**config.mk**
```make
export PLATFORM = sky130hd
export DESIGN_NAME = mlfq_batch_schedule_metrics_unit_flat
export DESIGN_NICKNAME = d
export VERILOG_FILES = /design/src/hdl/mlfq_pkg.sv /design/src/hdl/mlfq_stream_if.sv /design/src/hdl/mlfq_batch_schedule_metrics_unit.sv /design/src/hdl/mlfq_ctrl.sv /design/src/hdl/mlfq_dp.sv /design/src/flat_wrapper.sv
export SDC_FILE = /design/constraint.sdc
export NUM_CORES = 2
export LEC_CHECK = 0
export BUFFER_PORTS_ARGS = -buffer_cell sky130_fd_sc_hd__buf_4
export CAP_MARGIN = 0
export CORE_UTILIZATION = 68
export CTS_BUF_LIST = sky130_fd_sc_hd__clkbuf_8 sky130_fd_sc_hd__clkbuf_16
export CTS_CLUSTER_DIAMETER = 40
export DETAILED_ROUTE_END_ITERATION = 7
export PLACE_DENSITY_LB_ADDON = 0.08
export SYNTH_ARGS = -nofsm -noshare
export SYNTH_HDL_FRONTEND = slang
export SYNTH_SLANG_ARGS = --single-unit
```
**constraint.sdc**
```tcl
create_clock -name clk_i -period 20 [get_ports clk_i]
set_clock_uncertainty 0.2 [all_clocks]
set_input_delay 2 -clock clk_i [delete_from_list [all_inputs] [get_ports clk_i]]
set_output_delay 2 -clock clk_i [all_outputs]
set_load 0.02 [all_outputs]
```
**src/hdl/mlfq_pkg.sv**
```systemverilog
package mlfq_pkg;

  localparam int MAX_PROCS = 16;
  localparam int IDX_W     = $clog2(MAX_PROCS);
  localparam int CNT_W     = $clog2(MAX_PROCS + 1);

  localparam int ID_W   = 8;
  localparam int TICK_W = 16;
  localparam int TIME_W = 24;
  localparam int LVL_W  = 2;

  localparam int CFG_IDX_W  = 1;
  localparam int CFG_DATA_W = 16;

  localparam logic [CFG_IDX_W-1:0] CFG_QUANTUM1 = 1'b0;
  localparam logic [CFG_IDX_W-1:0] CFG_QUANTUM2 = 1'b1;

  localparam logic [TICK_W-1:0] QUANTUM1_RST = 16'd10;
  localparam logic [TICK_W-1:0] QUANTUM2_RST = 16'd30;

  localparam logic [LVL_W-1:0] LVL_RR1  = 2'd0;
  localparam logic [LVL_W-1:0] LVL_RR2  = 2'd1;
  localparam logic [LVL_W-1:0] LVL_FCFS = 2'd2;

  typedef struct packed {
    logic [ID_W-1:0]   id;
    logic [TICK_W-1:0] arr;
    logic [TICK_W-1:0] burst;
  } entry_t;

  // queued process for the lower levels, with its remaining burst
  typedef struct packed {
    entry_t            ent;
    logic [TICK_W-1:0] rem;
  } item_t;

  typedef struct packed {
    logic load;
    logic sort_rd;
    logic sort_hold;
    logic sort_cmp;
    logic sort_wb;
    logic l1_start;
    logic time_init;
    logic l1_step;
    logic l2_start;
    logic l2_step;
    logic l3_start;
    logic l3_step;
    logic flush;
  } cmd_t;

  typedef struct packed {
    logic n_empty;
    logic i_more;
    logic j_more;
    logic k_more2;
    logic k_more3;
    logic l2_empty;
    logic l3_empty;
    logic fits1;
    logic fits2;
    logic prod_ok;
    logic out_free;
  } status_t;

endpackage

```
**src/hdl/mlfq_stream_if.sv**
```systemverilog
interface mlfq_in_if;
  logic                                valid;
  logic                                ready;
  logic [mlfq_pkg::ID_W-1:0]           proc_id;
  logic [mlfq_pkg::TICK_W-1:0]         arrival_time;
  logic [mlfq_pkg::TICK_W-1:0]         burst_time;
  logic                                batch_last;

  modport source (output valid, proc_id, arrival_time, burst_time, batch_last, input ready);
  modport sink   (input valid, proc_id, arrival_time, burst_time, batch_last, output ready);
endinterface

interface mlfq_out_if;
  logic                                valid;
  logic                                ready;
  logic [mlfq_pkg::ID_W-1:0]           out_proc_id;
  logic [mlfq_pkg::LVL_W-1:0]          finish_level;
  logic [mlfq_pkg::TICK_W-1:0]         level_burst;
  logic signed [mlfq_pkg::TIME_W-1:0]  waiting_time;
  logic signed [mlfq_pkg::TIME_W-1:0]  turnaround_time;
  logic                                result_last;

  modport source (output valid, out_proc_id, finish_level, level_burst, waiting_time,
                  turnaround_time, result_last, input ready);
  modport sink   (input valid, out_proc_id, finish_level, level_burst, waiting_time,
                  turnaround_time, result_last, output ready);
endinterface

```
**src/hdl/mlfq_batch_schedule_metrics_unit.sv**
```systemverilog
// channel   dir  handshake       payload
// in_i      in   valid / ready   proc_id, arrival_time, burst_time, batch_last
// out_o     out  valid / ready   out_proc_id, finish_level, level_burst,
//                                waiting_time, turnaround_time, result_last
// cfg       in   cfg_we_i        cfg_idx_i (0 quantum_level1, 1 quantum_level2), cfg_data_i
//
// loading accepts one transaction per cycle; the last one starts the batch of n entries:
// sort through the process table (one read, one write port), then one process per cycle
// in each level it visits while no completion waits for output room, plus overhead states
// (read and clock init before level one, a read before each lower level, a flush of the last
// result to the output register). input is taken only while loading; a stalled output holds
// completions and the flush. async reset needs no clearing pass; quanta reset to 10 and 30.
module mlfq_batch_schedule_metrics_unit (
  input  logic                            clk_i,
  input  logic                            rst_ni,
  mlfq_in_if.sink                         in_i,
  mlfq_out_if.source                      out_o,
  input  logic                            cfg_we_i,
  input  logic [mlfq_pkg::CFG_IDX_W-1:0]  cfg_idx_i,
  input  logic [mlfq_pkg::CFG_DATA_W-1:0] cfg_data_i
);

  mlfq_pkg::cmd_t    cmd;
  mlfq_pkg::status_t status;
  logic              in_ready;

  assign in_i.ready = in_ready;

  mlfq_ctrl u_ctrl (
    .clk_i      (clk_i),
    .rst_ni     (rst_ni),
    .in_valid_i (in_i.valid),
    .in_last_i  (in_i.batch_last),
    .status_i   (status),
    .cmd_o      (cmd),
    .in_ready_o (in_ready)
  );

  mlfq_dp u_dp (
    .clk_i             (clk_i),
    .rst_ni            (rst_ni),
    .cfg_we_i          (cfg_we_i),
    .cfg_idx_i         (cfg_idx_i),
    .cfg_data_i        (cfg_data_i),
    .proc_id_i         (in_i.proc_id),
    .arrival_time_i    (in_i.arrival_time),
    .burst_time_i      (in_i.burst_time),
    .out_ready_i       (out_o.ready),
    .out_valid_o       (out_o.valid),
    .out_proc_id_o     (out_o.out_proc_id),
    .finish_level_o    (out_o.finish_level),
    .level_burst_o     (out_o.level_burst),
    .waiting_time_o    (out_o.waiting_time),
    .turnaround_time_o (out_o.turnaround_time),
    .result_last_o     (out_o.result_last),
    .cmd_i             (cmd),
    .status_o          (status)
  );

endmodule

```
**src/hdl/mlfq_ctrl.sv**
```systemverilog
module mlfq_ctrl (
  input  logic              clk_i,
  input  logic              rst_ni,
  input  logic              in_valid_i,
  input  logic              in_last_i,
  input  mlfq_pkg::status_t status_i,
  output mlfq_pkg::cmd_t    cmd_o,
  output logic              in_ready_o
);

  typedef enum logic [12:0] {
    S_LOAD     = 13'b0000000000001,
    S_SRT_RD   = 13'b0000000000010,
    S_SRT_HOLD = 13'b0000000000100,
    S_SRT_CMP  = 13'b0000000001000,
    S_SRT_WB   = 13'b0000000010000,
    S_L1_RD    = 13'b0000000100000,
    S_T0       = 13'b0000001000000,
    S_L1_EX    = 13'b0000010000000,
    S_L2_RD    = 13'b0000100000000,
    S_L2_EX    = 13'b0001000000000,
    S_L3_RD    = 13'b0010000000000,
    S_L3_EX    = 13'b0100000000000,
    S_FLUSH    = 13'b1000000000000
  } state_e;

  state_e state_q, state_d;

  always_ff @(posedge clk_i or negedge rst_ni) begin
    if (!rst_ni) begin
      state_q <= S_LOAD;
    end else begin
      state_q <= state_d;
    end
  end

  assign in_ready_o = (state_q == S_LOAD);

  always_comb begin
    state_d = state_q;
    cmd_o   = '0;
    case (state_q)
      S_LOAD: begin
        if (in_valid_i) begin
          cmd_o.load = 1'b1;
          if (in_last_i) state_d = S_SRT_RD;
        end
      end
      S_SRT_RD: begin
        if (status_i.n_empty) begin
          state_d = S_LOAD;
        end else if (!status_i.i_more) begin
          state_d = S_L1_RD;
        end else begin
          cmd_o.sort_rd = 1'b1;
          state_d       = S_SRT_HOLD;
        end
      end
      S_SRT_HOLD: begin
        cmd_o.sort_hold = 1'b1;
        state_d         = S_SRT_CMP;
      end
      S_SRT_CMP: begin
        cmd_o.sort_cmp = 1'b1;
        if (!status_i.j_more) state_d = S_SRT_WB;
      end
      S_SRT_WB: begin
        cmd_o.sort_wb = 1'b1;
        state_d       = S_SRT_RD;
      end
      S_L1_RD: begin
        cmd_o.l1_start = 1'b1;
        state_d        = S_T0;
      end
      S_T0: begin
        cmd_o.time_init = 1'b1;
        state_d         = S_L1_EX;
      end
      S_L1_EX: begin
        // a completion waits until the result buffer has room
        if (!status_i.fits1 || status_i.prod_ok) begin
          cmd_o.l1_step = 1'b1;
          if (!status_i.i_more) state_d = S_L2_RD;
        end
      end
      S_L2_RD: begin
        if (status_i.l2_empty) begin
          state_d = S_L3_RD;
        end else begin
          cmd_o.l2_start = 1'b1;
          state_d        = S_L2_EX;
        end
      end
      S_L2_EX: begin
        if (!status_i.fits2 || status_i.prod_ok) begin
          cmd_o.l2_step = 1'b1;
          if (!status_i.k_more2) state_d = S_L3_RD;
        end
      end
      S_L3_RD: begin
        if (status_i.l3_empty) begin
          state_d = S_FLUSH;
        end else begin
          cmd_o.l3_start = 1'b1;
          state_d        = S_L3_EX;
        end
      end
      S_L3_EX: begin
        if (status_i.prod_ok) begin
          cmd_o.l3_step = 1'b1;
          if (!status_i.k_more3) state_d = S_FLUSH;
        end
      end
      S_FLUSH: begin
        if (status_i.out_free) begin
          cmd_o.flush = 1'b1;
          state_d     = S_LOAD;
        end
      end
      default: begin
        state_d = S_LOAD;
      end
    endcase
  end

endmodule

```
**src/hdl/mlfq_dp.sv**
```systemverilog
module mlfq_dp (
  input  logic                                 clk_i,
  input  logic                                 rst_ni,
  input  logic                                 cfg_we_i,
  input  logic [mlfq_pkg::CFG_IDX_W-1:0]       cfg_idx_i,
  input  logic [mlfq_pkg::CFG_DATA_W-1:0]      cfg_data_i,
  input  logic [mlfq_pkg::ID_W-1:0]            proc_id_i,
  input  logic [mlfq_pkg::TICK_W-1:0]          arrival_time_i,
  input  logic [mlfq_pkg::TICK_W-1:0]          burst_time_i,
  input  logic                                 out_ready_i,
  output logic                                 out_valid_o,
  output logic [mlfq_pkg::ID_W-1:0]            out_proc_id_o,
  output logic [mlfq_pkg::LVL_W-1:0]           finish_level_o,
  output logic [mlfq_pkg::TICK_W-1:0]          level_burst_o,
  output logic signed [mlfq_pkg::TIME_W-1:0]   waiting_time_o,
  output logic signed [mlfq_pkg::TIME_W-1:0]   turnaround_time_o,
  output logic                                 result_last_o,
  input  mlfq_pkg::cmd_t                       cmd_i,
  output mlfq_pkg::status_t                    status_o
);

  localparam int IDX_W  = mlfq_pkg::IDX_W;
  localparam int CNT_W  = mlfq_pkg::CNT_W;
  localparam int TICK_W = mlfq_pkg::TICK_W;
  localparam int TIME_W = mlfq_pkg::TIME_W;
  localparam logic [CNT_W-1:0] ONE  = CNT_W'(1);
  localparam logic [CNT_W-1:0] FULL = CNT_W'(mlfq_pkg::MAX_PROCS);
  localparam logic [TIME_W-TICK_W-1:0] ZEXT = '0;

  // configuration
  logic [TICK_W-1:0] q1_q, q2_q;

  always_ff @(posedge clk_i or negedge rst_ni) begin
    if (!rst_ni) begin
      q1_q <= mlfq_pkg::QUANTUM1_RST;
      q2_q <= mlfq_pkg::QUANTUM2_RST;
    end else if (cfg_we_i) begin
      case (cfg_idx_i)
        mlfq_pkg::CFG_QUANTUM1: q1_q <= cfg_data_i;
        mlfq_pkg::CFG_QUANTUM2: q2_q <= cfg_data_i;
        default: ;
      endcase
    end
  end

  // counters and clock
  logic [CNT_W-1:0]  n_q, i_q, j_q, k_q, c2_q, c3_q;
  logic [TIME_W-1:0] t_q;

  // memories and read registers
  mlfq_pkg::entry_t pt_mem [mlfq_pkg::MAX_PROCS];
  mlfq_pkg::item_t  l2_mem [mlfq_pkg::MAX_PROCS];
  mlfq_pkg::item_t  l3_mem [mlfq_pkg::MAX_PROCS];
  mlfq_pkg::entry_t pt_rd_q, hold_q;
  mlfq_pkg::item_t  l2_rd_q, l3_rd_q;

  logic             pt_we, pt_re, l2_re, l3_re;
  logic [IDX_W-1:0] pt_waddr, pt_raddr, l2_raddr, l3_raddr;
  mlfq_pkg::entry_t pt_wdata;

  logic full, swap, fits1, fits2;
  assign full  = (n_q == FULL);
  assign swap  = (hold_q.arr > pt_rd_q.arr);
  assign fits1 = (pt_rd_q.burst <= q1_q);
  assign fits2 = (l2_rd_q.rem <= q2_q);

  // current process of the level walk
  mlfq_pkg::entry_t          cur_ent;
  logic [TICK_W-1:0]         cur_r, cur_q, add;
  logic [mlfq_pkg::LVL_W-1:0] cur_lvl;
  logic                      cur_fits, step, prod, push2, push3;
  logic [TIME_W-1:0]         t_next;
  mlfq_pkg::item_t           push_item;

  always_comb begin
    if (cmd_i.l3_step) begin
      cur_ent  = l3_rd_q.ent;
      cur_r    = l3_rd_q.rem;
      cur_q    = '0;
      cur_lvl  = mlfq_pkg::LVL_FCFS;
      cur_fits = 1'b1;
    end else if (cmd_i.l2_step) begin
      cur_ent  = l2_rd_q.ent;
      cur_r    = l2_rd_q.rem;
      cur_q    = q2_q;
      cur_lvl  = mlfq_pkg::LVL_RR2;
      cur_fits = fits2;
    end else begin
      cur_ent  = pt_rd_q;
      cur_r    = pt_rd_q.burst;
      cur_q    = q1_q;
      cur_lvl  = mlfq_pkg::LVL_RR1;
      cur_fits = fits1;
    end
  end

  assign step          = cmd_i.l1_step | cmd_i.l2_step | cmd_i.l3_step;
  assign prod          = step & cur_fits;
  assign push2         = cmd_i.l1_step & ~fits1;
  assign push3         = cmd_i.l2_step & ~fits2;
  assign add           = cur_fits ? cur_r : cur_q;
  assign t_next        = t_q + {ZEXT, add};
  assign push_item.ent = cur_ent;
  assign push_item.rem = cur_r - cur_q;

  // process table ports
  always_comb begin
    pt_we    = 1'b0;
    pt_waddr = n_q[IDX_W-1:0];
    pt_wdata = hold_q;
    if (cmd_i.load && !full) begin
      pt_we          = 1'b1;
      pt_wdata.id    = proc_id_i;
      pt_wdata.arr   = arrival_time_i;
      pt_wdata.burst = burst_time_i;
    end else if (cmd_i.sort_cmp && swap) begin
      pt_we    = 1'b1;
      pt_waddr = j_q[IDX_W-1:0];
    end else if (cmd_i.sort_wb) begin
      pt_we    = 1'b1;
      pt_waddr = i_q[IDX_W-1:0];
    end
  end

  always_comb begin
    pt_re    = cmd_i.sort_rd | cmd_i.sort_hold | cmd_i.sort_cmp | cmd_i.l1_start |
               cmd_i.l1_step;
    pt_raddr = '0;
    if (cmd_i.sort_rd) begin
      pt_raddr = i_q[IDX_W-1:0];
    end else if (cmd_i.sort_hold) begin
      pt_raddr = j_q[IDX_W-1:0];
    end else if (cmd_i.sort_cmp) begin
      pt_raddr = j_q[IDX_W-1:0] + IDX_W'(1);
    end else if (cmd_i.l1_step) begin
      pt_raddr = i_q[IDX_W-1:0] + IDX_W'(1);
    end
  end

  assign l2_re    = cmd_i.l2_start | cmd_i.l2_step;
  assign l3_re    = cmd_i.l3_start | cmd_i.l3_step;
  assign l2_raddr = cmd_i.l2_step ? k_q[IDX_W-1:0] + IDX_W'(1) : '0;
  assign l3_raddr = cmd_i.l3_step ? k_q[IDX_W-1:0] + IDX_W'(1) : '0;

  always_ff @(posedge clk_i) begin
    if (pt_we) pt_mem[pt_waddr] <= pt_wdata;
    if (pt_re) pt_rd_q <= pt_mem[pt_raddr];
  end

  always_ff @(posedge clk_i) begin
    if (push2) l2_mem[c2_q[IDX_W-1:0]] <= push_item;
    if (l2_re) l2_rd_q <= l2_mem[l2_raddr];
  end

  always_ff @(posedge clk_i) begin
    if (push3) l3_mem[c3_q[IDX_W-1:0]] <= push_item;
    if (l3_re) l3_rd_q <= l3_mem[l3_raddr];
  end

  // entry i of the exchange sort lives in hold_q while j sweeps
  always_ff @(posedge clk_i) begin
    if (cmd_i.sort_hold || (cmd_i.sort_cmp && swap)) hold_q <= pt_rd_q;
  end

  always_ff @(posedge clk_i or negedge rst_ni) begin
    if (!rst_ni) begin
      n_q  <= '0;
      i_q  <= '0;
      j_q  <= '0;
      k_q  <= '0;
      c2_q <= '0;
      c3_q <= '0;
      t_q  <= '0;
    end else begin
      if (cmd_i.load) begin
        i_q <= '0;
        if (!full) n_q <= n_q + ONE;
      end
      if (cmd_i.flush) n_q <= '0;
      if (cmd_i.sort_rd) j_q <= i_q + ONE;
      if (cmd_i.sort_cmp) j_q <= j_q + ONE;
      if (cmd_i.sort_wb || cmd_i.l1_step) i_q <= i_q + ONE;
      if (cmd_i.l1_start) begin
        i_q  <= '0;
        c2_q <= '0;
        c3_q <= '0;
      end
      if (push2) c2_q <= c2_q + ONE;
      if (push3) c3_q <= c3_q + ONE;
      if (cmd_i.l2_start || cmd_i.l3_start) k_q <= '0;
      if (cmd_i.l2_step || cmd_i.l3_step) k_q <= k_q + ONE;
      if (cmd_i.time_init) t_q <= {ZEXT, pt_rd_q.arr};
      if (step) t_q <= t_next;
    end
  end

  // one result is held back so the last of the batch can be marked
  logic                       pend_v_q, out_v_q, out_free, move;
  mlfq_pkg::entry_t           pend_ent_q;
  logic [mlfq_pkg::LVL_W-1:0] pend_lvl_q;
  logic [TICK_W-1:0]          pend_lb_q;
  logic [TIME_W-1:0]          pend_t_q, tat, wt;

  assign out_free = ~out_v_q | out_ready_i;
  assign move     = pend_v_q & (prod | cmd_i.flush);
  assign tat      = pend_t_q - {ZEXT, pend_ent_q.arr};
  assign wt       = tat - {ZEXT, pend_ent_q.burst};

  always_ff @(posedge clk_i or negedge rst_ni) begin
    if (!rst_ni) begin
      pend_v_q <= 1'b0;
      out_v_q  <= 1'b0;
    end else begin
      if (prod) begin
        pend_v_q <= 1'b1;
      end else if (cmd_i.flush) begin
        pend_v_q <= 1'b0;
      end
      if (move) begin
        out_v_q <= 1'b1;
      end else if (out_ready_i) begin
        out_v_q <= 1'b0;
      end
    end
  end

  always_ff @(posedge clk_i) begin
    if (prod) begin
      pend_ent_q <= cur_ent;
      pend_lvl_q <= cur_lvl;
      pend_lb_q  <= cur_r;
      pend_t_q   <= t_next;
    end
    if (move) begin
      out_proc_id_o     <= pend_ent_q.id;
      finish_level_o    <= pend_lvl_q;
      level_burst_o     <= pend_lb_q;
      waiting_time_o    <= wt;
      turnaround_time_o <= tat;
      result_last_o     <= cmd_i.flush;
    end
  end

  assign out_valid_o = out_v_q;

  assign status_o.n_empty  = (n_q == '0);
  assign status_o.i_more   = ((i_q + ONE) < n_q);
  assign status_o.j_more   = ((j_q + ONE) < n_q);
  assign status_o.k_more2  = ((k_q + ONE) < c2_q);
  assign status_o.k_more3  = ((k_q + ONE) < c3_q);
  assign status_o.l2_empty = (c2_q == '0);
  assign status_o.l3_empty = (c3_q == '0);
  assign status_o.fits1    = fits1;
  assign status_o.fits2    = fits2;
  assign status_o.prod_ok  = ~pend_v_q | out_free;
  assign status_o.out_free = out_free;

endmodule
```
**src/flat_wrapper.sv**
```systemverilog
// flat-port wrapper written by rule: the top's interface ports become plain ports
module mlfq_batch_schedule_metrics_unit_flat 
  (clk_i, rst_ni, cfg_we_i, cfg_idx_i, cfg_data_i, in_i_valid, in_i_proc_id, in_i_arrival_time, in_i_burst_time, in_i_batch_last, in_i_ready, out_o_valid, out_o_out_proc_id, out_o_finish_level, out_o_level_burst, out_o_waiting_time, out_o_turnaround_time, out_o_result_last, out_o_ready);
  mlfq_in_if in_i_i ();
  mlfq_out_if out_o_i ();
  input  logic clk_i;
  input  logic rst_ni;
  input  logic cfg_we_i;
  input  logic [mlfq_pkg::CFG_IDX_W-1:0] cfg_idx_i;
  input  logic [mlfq_pkg::CFG_DATA_W-1:0] cfg_data_i;
  input wire logic [$bits(in_i_i.valid)-1:0] in_i_valid;
  input wire logic [$bits(in_i_i.proc_id)-1:0] in_i_proc_id;
  input wire logic [$bits(in_i_i.arrival_time)-1:0] in_i_arrival_time;
  input wire logic [$bits(in_i_i.burst_time)-1:0] in_i_burst_time;
  input wire logic [$bits(in_i_i.batch_last)-1:0] in_i_batch_last;
  output wire logic [$bits(in_i_i.ready)-1:0] in_i_ready;
  output wire logic [$bits(out_o_i.valid)-1:0] out_o_valid;
  output wire logic [$bits(out_o_i.out_proc_id)-1:0] out_o_out_proc_id;
  output wire logic [$bits(out_o_i.finish_level)-1:0] out_o_finish_level;
  output wire logic [$bits(out_o_i.level_burst)-1:0] out_o_level_burst;
  output wire logic [$bits(out_o_i.waiting_time)-1:0] out_o_waiting_time;
  output wire logic [$bits(out_o_i.turnaround_time)-1:0] out_o_turnaround_time;
  output wire logic [$bits(out_o_i.result_last)-1:0] out_o_result_last;
  input wire logic [$bits(out_o_i.ready)-1:0] out_o_ready;
  assign in_i_i.valid = in_i_valid;
  assign in_i_i.proc_id = in_i_proc_id;
  assign in_i_i.arrival_time = in_i_arrival_time;
  assign in_i_i.burst_time = in_i_burst_time;
  assign in_i_i.batch_last = in_i_batch_last;
  assign in_i_ready = in_i_i.ready;
  assign out_o_valid = out_o_i.valid;
  assign out_o_out_proc_id = out_o_i.out_proc_id;
  assign out_o_finish_level = out_o_i.finish_level;
  assign out_o_level_burst = out_o_i.level_burst;
  assign out_o_waiting_time = out_o_i.waiting_time;
  assign out_o_turnaround_time = out_o_i.turnaround_time;
  assign out_o_result_last = out_o_i.result_last;
  assign out_o_i.ready = out_o_ready;
  mlfq_batch_schedule_metrics_unit u_core (.clk_i(clk_i), .rst_ni(rst_ni), .in_i(in_i_i), .out_o(out_o_i), .cfg_we_i(cfg_we_i), .cfg_idx_i(cfg_idx_i), .cfg_data_i(cfg_data_i));
endmodule
```
==> summary.txt <==
Status
  – Outcome: complete, no violations

Min path
  – Min-delay src: u_core.u_dp.pend_ent_q[39]$_DFFE_PP_
  – Worst Hold Endpoint: u_core.u_dp.out_proc_id_o[7]$_DFFE_PP_
  – Hold Crit Depth: 0
  – Hold crit path type: flop to flop

Routing
  – Vias per inst: 7.08
  – Total wire length: 357000 µm
  – Final antenna-violating net count: 0
  – Post-route DRC: 0
  – DRT Pass-1 Iters: 8
  – Total number of vias: 73400
  – Initial drt markers: 11500
  – DR WL/cell: 34.5 µm

Synthesis
  – Netlist cell types: 88
  – Largest family of logic cells by synthesized area: multiplexers
  – Post-Syn Area: 118000 µm²
  – Xor/xnor share of the synthesized area: 0.00663
  – Main flop type after synthesis: edfxtp_1
  – Synth Area in Compound Gates: 0.0784
  – FFs w/ async S/R, synth: 0.0350
  – Mapped Cells: 7522
  – Post-Synth Adder-Cell Area: 0.0156
  – Mux cell area share after synthesis: 0.0794
  – Yosys warns: 0
  – Synth Register Bits: 2882
  – Syn Area/Cell: 15.6 µm²
  – Sequential area share after synthesis: 0.731
  – Post-synthesis simple-gate area fraction: 0.0698
  – Post-synth EDFFs: 2781
  – Net Count, Synth: 7729

Cells and area
  – Ratio of cells with drive above 1 in the final layout: 0.178
  – Fin nets: 7980
  – Area Overhead vs Synth: 13.7%
  – FILL cells: 9508

Clock network
  – Clock latency on the worst-skew pair: 0.96 ns
  – CTS resizes: 0
  – Clk sinks: 2882
  – Number of post-CTS setup repair buffers: 0
  – TritonCTS clock tree: done
  – H-tree depth: 5
  – CTS Hold Buffers Added: 0
  – Clk slew on worst S/H paths: 0.06 ns
  – CTS Root Cell: clkbuf_16
  – Maximum clock path buffer count: 4
  – Num CTS Buffers: 356

STA
  – Worst relative slew slack: 0.0543
  – Fin Setup TNS: 0 ns
  – Tcrit/Tclk final: 0.394
  – RSZ-0062 raised after global routing: no
  – Worst-margin pin slew: 1.42 ns
  – Hold Fails Final Rpt: 0
  – Finish-stage setup viols: 0
  – FMAX: 0.127 GHz
  – Final max-slew violation count: 0
  – Fin crit period: 7.89 ns

Worst setup path
  – FF-to-FF path depth: 19
  – WP data arrival: 8.04 ns
  – R2R Path End: u_core.u_dp.l3_mem[12][14]$_DFFE_PP_
  – CP required: 20.15 ns
  – Critical path peak fanout: 32
  – Worst path bufs/invs: 2
  – CP top delay family: simple AND/OR/NAND/NOR gates
  – Slowest cell on crit path: nand3_1
  – Worst path cell trace: buf_4 > nand2b_1 > nor2_1 > nand2_1 > a21o_1 > or3_1 > nand3_2 > clkinv_1 > a21oi_1 > ha_1 > nor2b_1 > o21ai_0 > a21boi_0 > o21ai_0 > a21boi_0 > o2111ai_1 > nand3_1 > or4_1 > nand4_1 > nand3_1
  – RR Startpoint: u_core.u_ctrl.state_q[1]$_DFFE_PN0P_
  – Element type at the critical path end: flop
  – CP Launch Type: input port
  – Slowest stage delay, CP: 0.83 ns
  – R2R setup slack: 12.25 ns
  – Setup Crit Path Kind: input port to flop
  – Stages on the worst setup path: 20

Global route
  – Largest net degree at the start of global routing: 224
  – First-pass GRT wire length: 502000 µm
  – Total GRT Usage: 0.410
  – Vias in the first global route: 71000
  – Initial antenna violation count: 14
  – Final global-route overflow total: 0

Placement
  – Port Buffers: 139
  – Final Wtd Congestion: 0.992
  – DP Wirelength: 196000 µm

Pwr
  – Pleak: 44.9 nW
  – Maximum VDD drop: 0.126 mV
  – Power density over the cells: 128 nW/µm²
  – Tot Pwr: 17.1 mW

Floorplanning
  – Die height: 418 µm
  – Die ar.: 175000 µm²
  – Starting Density: 0.685
  – Horiz. Die Dim: 418 µm
  – Core Footprint: 172000 µm²
  – Number of I/O pins: 140
  – Num rows: 152

Run
  – Max-Cap Viols: 0
state kept, by name (all words and copies together) (netlist names), 8 cells and up:
signal	flops
u_core.u_dp.l2_mem	896
u_core.u_dp.l3_mem	896
u_core.u_dp.pt_mem	640
u_core.u_dp.l2_rd_q	56
u_core.u_dp.l3_rd_q	56
u_core.u_dp.hold_q	40
u_core.u_dp.pend_ent_q	40
u_core.u_dp.pt_rd_q	40
u_core.u_dp.pend_t_q	24
u_core.u_dp.t_q	24
u_core.u_dp.turnaround_time_o	24
u_core.u_dp.waiting_time_o	24
u_core.u_dp.level_burst_o	16
u_core.u_dp.pend_lb_q	16
u_core.u_dp.q1_q	16
u_core.u_dp.q2_q	16
u_core.u_ctrl.state_q	13
u_core.u_dp.out_proc_id_o	8
worst max-delay path by stage:
| stage | startpoint | endpoint | slack, ns |
|---|---|---|---|
| after floorplan | out_o_ready | u_core.u_dp.finish_level_o[0]$_DFFE_PP_ | 12.28 |
| after global placement | out_o_ready | u_core.u_dp.l3_mem[12][14]$_DFFE_PP_ | 11.61 |
| after detailed placement | out_o_ready | u_core.u_dp.l3_mem[3][15]$_DFFE_PP_ | 11.48 |
| after CTS | out_o_ready | u_core.u_dp.l2_mem[11][15]$_DFFE_PP_ | 12.46 |
| after global routing | out_o_ready | u_core.u_dp.l3_mem[12][14]$_DFFE_PP_ | 11.75 |
| final | out_o_ready | u_core.u_dp.l3_mem[12][14]$_DFFE_PP_ | 12.11 |
layer usage:
layer	global-route usage	wire length [µm]
met1	0.547	124000
met5	0	85
met3	0.120	50100
met4	0.229	22600
met2	0.612	160000
through the flow:
step                setup slack (ns)  cells  hold slack (ns)   util  area [µm²]
finish                         12.11  10400            0.222  0.779      134000
CTS                            12.46  10400            0.220  0.779      134000
global route                   11.75  10400            0.225  0.779      134000
detailed placement             11.48   9724            0.208  0.711      122000
global placement               11.61   9724            0.203  0.711      122000
floorplan                      12.28   7522            0.200      -      118000
cells by family after synthesis:
kind of cell | after synthesis
XOR/XNOR | 89
AO/OA/AOI/OAI | 1352
multiplexers | 705
adder cells (fa/ha/maj) | 144
AND/OR/NAND/NOR | 1791
flip-flops | 2882
buffers and inverters | 559
cell usage after synthesis, drive strengths merged, types with 68 or more instances:
cell type / n / share of area
inv: 128 / 0.0041
and2: 142 / 0.0076
nand2: 860 / 0.027
edfxtp: 2781 / 0.71
nor3: 75 / 0.0032
clkbuf: 319 / 0.010
a21oi: 234 / 0.010
nand3: 162 / 0.0069
nor2: 266 / 0.0085
mux2i: 337 / 0.029
a211oi: 151 / 0.0097
o21ai: 389 / 0.017
mux4: 162 / 0.031
buf: 108 / 0.0045
ha: 140 / 0.015
a22oi: 68 / 0.0043
nand4: 135 / 0.0072
o2111ai: 84 / 0.0063
dfrtp: 94 / 0.020
mux2: 206 / 0.020
power by group:
group          total, mW  switching (mW)  internal, mW  leakage (nW)
Sequential          7.86           0.168          7.69          26.2
Clock               6.35            2.56          3.80          5.81
Combinational       2.87            2.15         0.719          12.8
layout make-up:
| class | count | area, µm² | share of cell area |
|---|---|---|---|
| multi-input combinational | 4081 | 30100 | 0.225 |
| tap | 2310 | 2890 | 0.0216 |
| timing repair buffer | 320 | 2500 | 0.0187 |
| clock inverter | 258 | 2550 | 0.0191 |
| clock buffer | 368 | 9160 | 0.0685 |
| inverter | 132 | 505 | 0.00378 |
| antenna | 11 | 27.5 | 0.000206 |
| sequential | 2882 | 86100 | 0.643 |
placed cells by master, fill, tap and decap left out, types with 26 or more instances in the layout:
| cell | instances |
|---|---|
| edfxtp_1 | 2781 |
| nand2_1 | 849 |
| o21ai_0 | 368 |
| clkbuf_16 | 364 |
| mux2i_1 | 337 |
| buf_4 | 312 |
| a21oi_1 | 233 |
| nor2_1 | 224 |
| mux2_2 | 206 |
| mux4_2 | 162 |
| inv_1 | 160 |
| nand3_1 | 159 |
| a211oi_1 | 150 |
| ha_1 | 139 |
| and2_1 | 138 |
| nand4_1 | 135 |
| dfrtp_1 | 93 |
| o2111ai_1 | 84 |
| a22oi_1 | 68 |
| nor3_1 | 61 |
| o31ai_1 | 55 |
| xnor2_1 | 47 |
| o21a_1 | 40 |
| inv_6 | 39 |
| clkinv_1 | 38 |
| nor2_4 | 37 |
| a2111oi_2 | 36 |
| bufinv_16 | 33 |
| o22ai_1 | 31 |
| a31oi_1 | 30 |
| xor2_1 | 30 |
| clkinv_2 | 30 |
| clkinv_4 | 30 |
| a221oi_1 | 28 |
| a32o_1 | 28 |
| clkinvlp_4 | 28 |
| a21o_1 | 27 |
| nor2b_1 | 27 |
| nand2b_1 | 26 |
Note: power is estimated with default switching activity, not from simulation.
